`src/hw/rtl/bmcs_pkg.sv`:
```
// Shared types and constants for the binary matrix checkerboard switch.
`timescale 1ns / 1ps

package bmcs_pkg;

  // Matrix store geometry
  localparam int MAX_ROWS    = 64;
  localparam int MAX_COLS    = 64;
  localparam int STORE_DEPTH = MAX_ROWS * MAX_COLS;
  localparam int ADDR_W      = $clog2(STORE_DEPTH);

  // Field widths fixed by the item format
  localparam int CMD_W   = 3;
  localparam int LABEL_W = 7;
  localparam int REG_W   = 7;
  localparam int PROD_W  = LABEL_W + REG_W;
  localparam int POS_W   = PROD_W + 2;
  localparam int CFG_IDX_W = 2;

  // Configuration register indexes
  localparam logic [CFG_IDX_W-1:0] CFG_NUM_ROWS = 2'd0;
  localparam logic [CFG_IDX_W-1:0] CFG_NUM_COLS = 2'd1;

  // Commands
  typedef enum logic [CMD_W-1:0] {
    CMD_WRITE  = 3'd0,
    CMD_READ   = 3'd1,
    CMD_FLIP   = 3'd2,
    CMD_TEST   = 3'd3,
    CMD_SWITCH = 3'd4
  } cmd_t;

  // Sequencer states
  typedef enum logic [2:0] {
    ST_CLEAR,
    ST_IDLE,
    ST_CALC,
    ST_ACC,
    ST_DRAIN,
    ST_FIN
  } state_t;

  // Resolved cell position
  typedef struct packed {
    logic              ok;
    logic [ADDR_W-1:0] addr;
  } pos_t;

  // Store write request
  typedef struct packed {
    logic              en;
    logic [ADDR_W-1:0] addr;
    logic              data;
  } mem_wr_t;

endpackage

```
`src/hw/rtl/bmcs_pos.sv`:
```
// Cell position computation and range check for one (row, column) pair.
`timescale 1ns / 1ps

module bmcs_pos import bmcs_pkg::*; (
  input  logic [LABEL_W-1:0]        row,
  input  logic signed [LABEL_W:0]   col,
  input  logic [REG_W-1:0]          num_rows,
  input  logic [REG_W-1:0]          num_cols,
  output pos_t                      pos
);

  logic [PROD_W-1:0]       prod;
  logic [PROD_W-1:0]       used;
  logic signed [POS_W-1:0] p;

  // p = row * stride + col, signed since col may be negative
  assign prod = PROD_W'(row) * PROD_W'(num_cols);
  assign used = PROD_W'(num_rows) * PROD_W'(num_cols);
  assign p    = $signed({2'b00, prod}) + $signed({{(POS_W-LABEL_W-1){col[LABEL_W]}}, col});

  // Valid when non-negative, inside the used matrix and inside the store
  assign pos.ok   = !p[POS_W-1]
                    && (p[POS_W-2:0] < {1'b0, used})
                    && (32'(p[POS_W-2:0]) < 32'(STORE_DEPTH));
  assign pos.addr = ADDR_W'(p[POS_W-2:0]);

endmodule

```
`config.mk`:
```
export PLATFORM = sky130hd
export DESIGN_NAME = bmcs_pos
export DESIGN_NICKNAME = d
export VERILOG_FILES = /design/src/hw/rtl/bmcs_pkg.sv /design/src/hw/rtl/bmcs_pos.sv
export SDC_FILE = /design/constraint.sdc
export NUM_CORES = 1
export LEC_CHECK = 0
export BUFFER_PORTS_ARGS = -buffer_cell sky130_fd_sc_hd__buf_4
export CAP_MARGIN = 20
export CORE_AREA = 2 2 105 107
export DETAILED_ROUTE_END_ITERATION = 12
export DIE_AREA = 0 0 107 109
export PLACE_DENSITY_LB_ADDON = 0.3
export SYNTH_ARGS = -nofsm -noshare
export SYNTH_HDL_FRONTEND = slang
export SYNTH_SLANG_ARGS = --single-unit
```
`constraint.sdc`:
```
create_clock -name vclk -period 28.6
set_input_delay 5.72 -clock vclk [all_inputs]
set_output_delay 5.72 -clock vclk [all_outputs]
set_load 0.02 [all_outputs]
```
==> load_flow_metrics.sql <==
INSERT INTO impl_metrics (metric_group, metric, value, unit) VALUES
('status', 'run_status', 'complete, no violations', ''),
('routing', 'post-route-drc-count', '0', ''),
('timing', 'finalSetupTns', '0', 'ns'),
('setup_path', 'worstSetupStartpointType', 'input pin', ''),
('final_layout', 'num-fill-cells', '1050', ''),
('synth', 'syn_area_per_cell', '8.19', 'µm²'),
('placement', 'place_worst_setup_slack', '10.56', 'ns'),
('synth', 'synthMostInstantiatedCell', 'ha_1', ''),
('clock_tree', 'cts_hold_repair.buffers', '0', ''),
('grt', 'overflow_after_grt', '0', ''),
('placement', 'buffer_ports.inserted', '42', ''),
('grt', 'global_route.usage.total', '16.7', '%'),
('routing', 'via_per_inst', '5.20', ''),
('placement', 'finalWeightedCongestion', '0.856', ''),
('final_layout', 'finish.instance_area', '0.00460', 'mm²'),
('power_and_ir_drop', 'peak_ir_drop_on_the_vdd_network', '69.1', 'µV'),
('synth', 'synth_sequential_area_ratio', '0', '%'),
('power_and_ir_drop', 'total_leakage_power', '2.42', 'nW'),
('power_and_ir_drop', 'power_density', '93.7', 'mW/mm²'),
('final_layout', 'final_layout_size_suffix_gt1_share', '9.07', '%'),
('synth', 'synth_top_cells_by_area', 'ha_1 28%, fa_1 24%, and2_1 8.9%', ''),
('final_layout', 'area.sequential', '0', 'µm²'),
('setup_path', 'max_stage_delay', '0.53', 'ns'),
('clock_tree', 'cts.repair_timing.setup_buffer_count', '0', ''),
('timing', 'final.period_utilization', '63.1', '%'),
('timing', 'period_needed', '18.05', 'ns'),
('job', 'max_cap_violation_count', '0', ''),
('final_layout', 'flops_and_latches', '0', ''),
('setup_path', 'path_max_fanout', '14', ''),
('floorplan', 'floorplan.core_area', '0.0106', 'mm²'),
('setup_path', 'critical_path_class', 'in -> out', ''),
('final_layout', 'diode_count', '0', ''),
('floorplan', 'floorplan.rows', '38', ''),
('timing', 'rsz0062_at_grt', 'no', ''),
('grt', 'grt_max_degree', '15', ''),
('setup_path', 'worstPathRequired', '22.88', 'ns'),
('grt', 'via_count_of_the_first_global_routing_pass', '3512', ''),
('routing', 'via_count', '3538', ''),
('timing', 'slew_violations', '0', ''),
('final_layout', 'clock_buffers', '0', ''),
('synth', 'synth.cell_area', '0.00414', 'mm²'),
('final_layout', 'layout.nets', '713', ''),
('timing', 'setup_viol', '0', ''),
('timing', 'hold_viol', '0', ''),
('routing', 'detail_route.first_pass.iterations', '4', ''),
('placement', 'detailed_place.area', '0.00460', 'mm²'),
('floorplan', 'dieWidth', '107', 'µm'),
('routing', 'first_iter_violations', '95', ''),
('grt', 'antenna_violations_before_repair', '0', ''),
('synth', 'synthDominantAreaCellType', 'ha_1', ''),
('synth', 'unique_cell_type_count_in_the_yosys_netlist', '45', ''),
('floorplan', 'floorplan.initialDensity', '39.0', '%'),
('routing', 'routed_wire_length_per_instance', '14.0', 'µm'),
('setup_path', 'worst_setup_path_end_kind', 'primary output', ''),
('grt', 'wire_length_of_the_first_global_routing_pass', '16100', 'µm'),
('final_layout', 'postLayoutCoreUtil', '43.4', '%'),
('timing', 'pnr_worst_setup_slack', '10.55', 'ns'),
('floorplan', 'die_height', '109', 'µm'),
('synth', 'synth-warning-count', '0', ''),
('timing', 'worst-slew-pin-transition', '0.473', 'ns'),
('clock_tree', 'post_cts_resize_count', '0', ''),
('hold_path', 'worst_hold_path_type', 'in -> out', ''),
('synth', 'synth.net_count', '676', ''),
('floorplan', 'die_outline_area', '0.0117', 'mm²'),
('placement', 'place_hpwl', '8290', 'µm'),
('synth', 'yosys_top_cell_area_share', '28.1', '%'),
('final_layout', 'syn2layout_area_growth', '11.2', '%'),
('routing', 'drt_wl_total', '9510', 'µm'),
('timing', 'finalHoldWorstSlack', '11.79', 'ns'),
('routing', 'ant_nets', '0', ''),
('setup_path', 'worst-endpoint-arrival', '12.33', 'ns'),
('setup_path', 'slowest_stage', 'fa_1', ''),
('synth', 'synth_top_cells_by_count', '93 x ha_1, 73 x inv_1, 59 x and2_1, 52 x nand2_1, 49 x fa_1', ''),
('floorplan', 'io_pins', '42', ''),
('timing', 'maxClockFrequency', '0.0554', 'GHz'),
('timing', 'slew-limit-headroom', '67.7', '%'),
('synth', 'synthesis.instances', '505', '');
## cells by family after synthesis
kind of cell,count (synthesis),synth area share (%)
AND/OR/NAND/NOR,177,22.2
adder cells (fa/ha/maj),142,51.9
AO/OA/AOI/OAI,78,12.7
XOR/XNOR,28,5.93
buffers and inverters,80,7.26
## layer usage
layer | up-vias | track usage, % | part of all wire, %
li1 | 1747 | - | -
met1 | 1735 | 23.2 | 46
met2 | 46 | 29.8 | 50
met3 | 10 | 0.179 | 1.8
met4 | 0 | 2.78 | 1.9
met5 | - | 0 | 0
## stage by stage
stage / cells / power [W]
global route: 680 / 0.000480
finish: 680 / 0.000431
CTS: 680 / 0.000434
detailed placement: 680 / 0.000431
floorplan: 505 / 0.000312
global placement: 680 / 0.000424
## critical path: cells and delay by family
family                   cells  cell delay (ns)
buffers and inverters        6             0.56
AO/OA/AOI/OAI                9             1.82
adder cells (fa/ha/maj)      7             2.99
XOR/XNOR                     2             0.33
AND/OR/NAND/NOR              6             0.91
## worst paths after layout
path / from / endpoint / cells past startpoint
max: num_cols[3] / pos[12] / 30
min: col[0] / pos[0] / 3
## placed cells by master, fill, tap and decap left out, drive strengths merged, types with 5 or more instances in the layout
master   n
ha      93
inv     73
and2    59
nand2   52
fa      49
buf     42
nor2    26
xnor2   21
a21oi   21
o21ai   17
a21o     8
o21a     8
nor2b    8
nand2b   7
nor3     7
xor2     7
nand3    5
## area by class of cell
class / count / area (µm²) / share of cell area, %
inverters: 73 / 274 / 5.96
multi-input cells: 425 / 3830 / 83.4
well taps: 140 / 175 / 3.81
repair buffers: 42 / 315 / 6.86
## report_power, final
part	internal (W)	switching, W
registers	0	0
clock network	0	0
logic	0.000189	0.000242
Note: power is estimated with default switching activity, not from simulation.
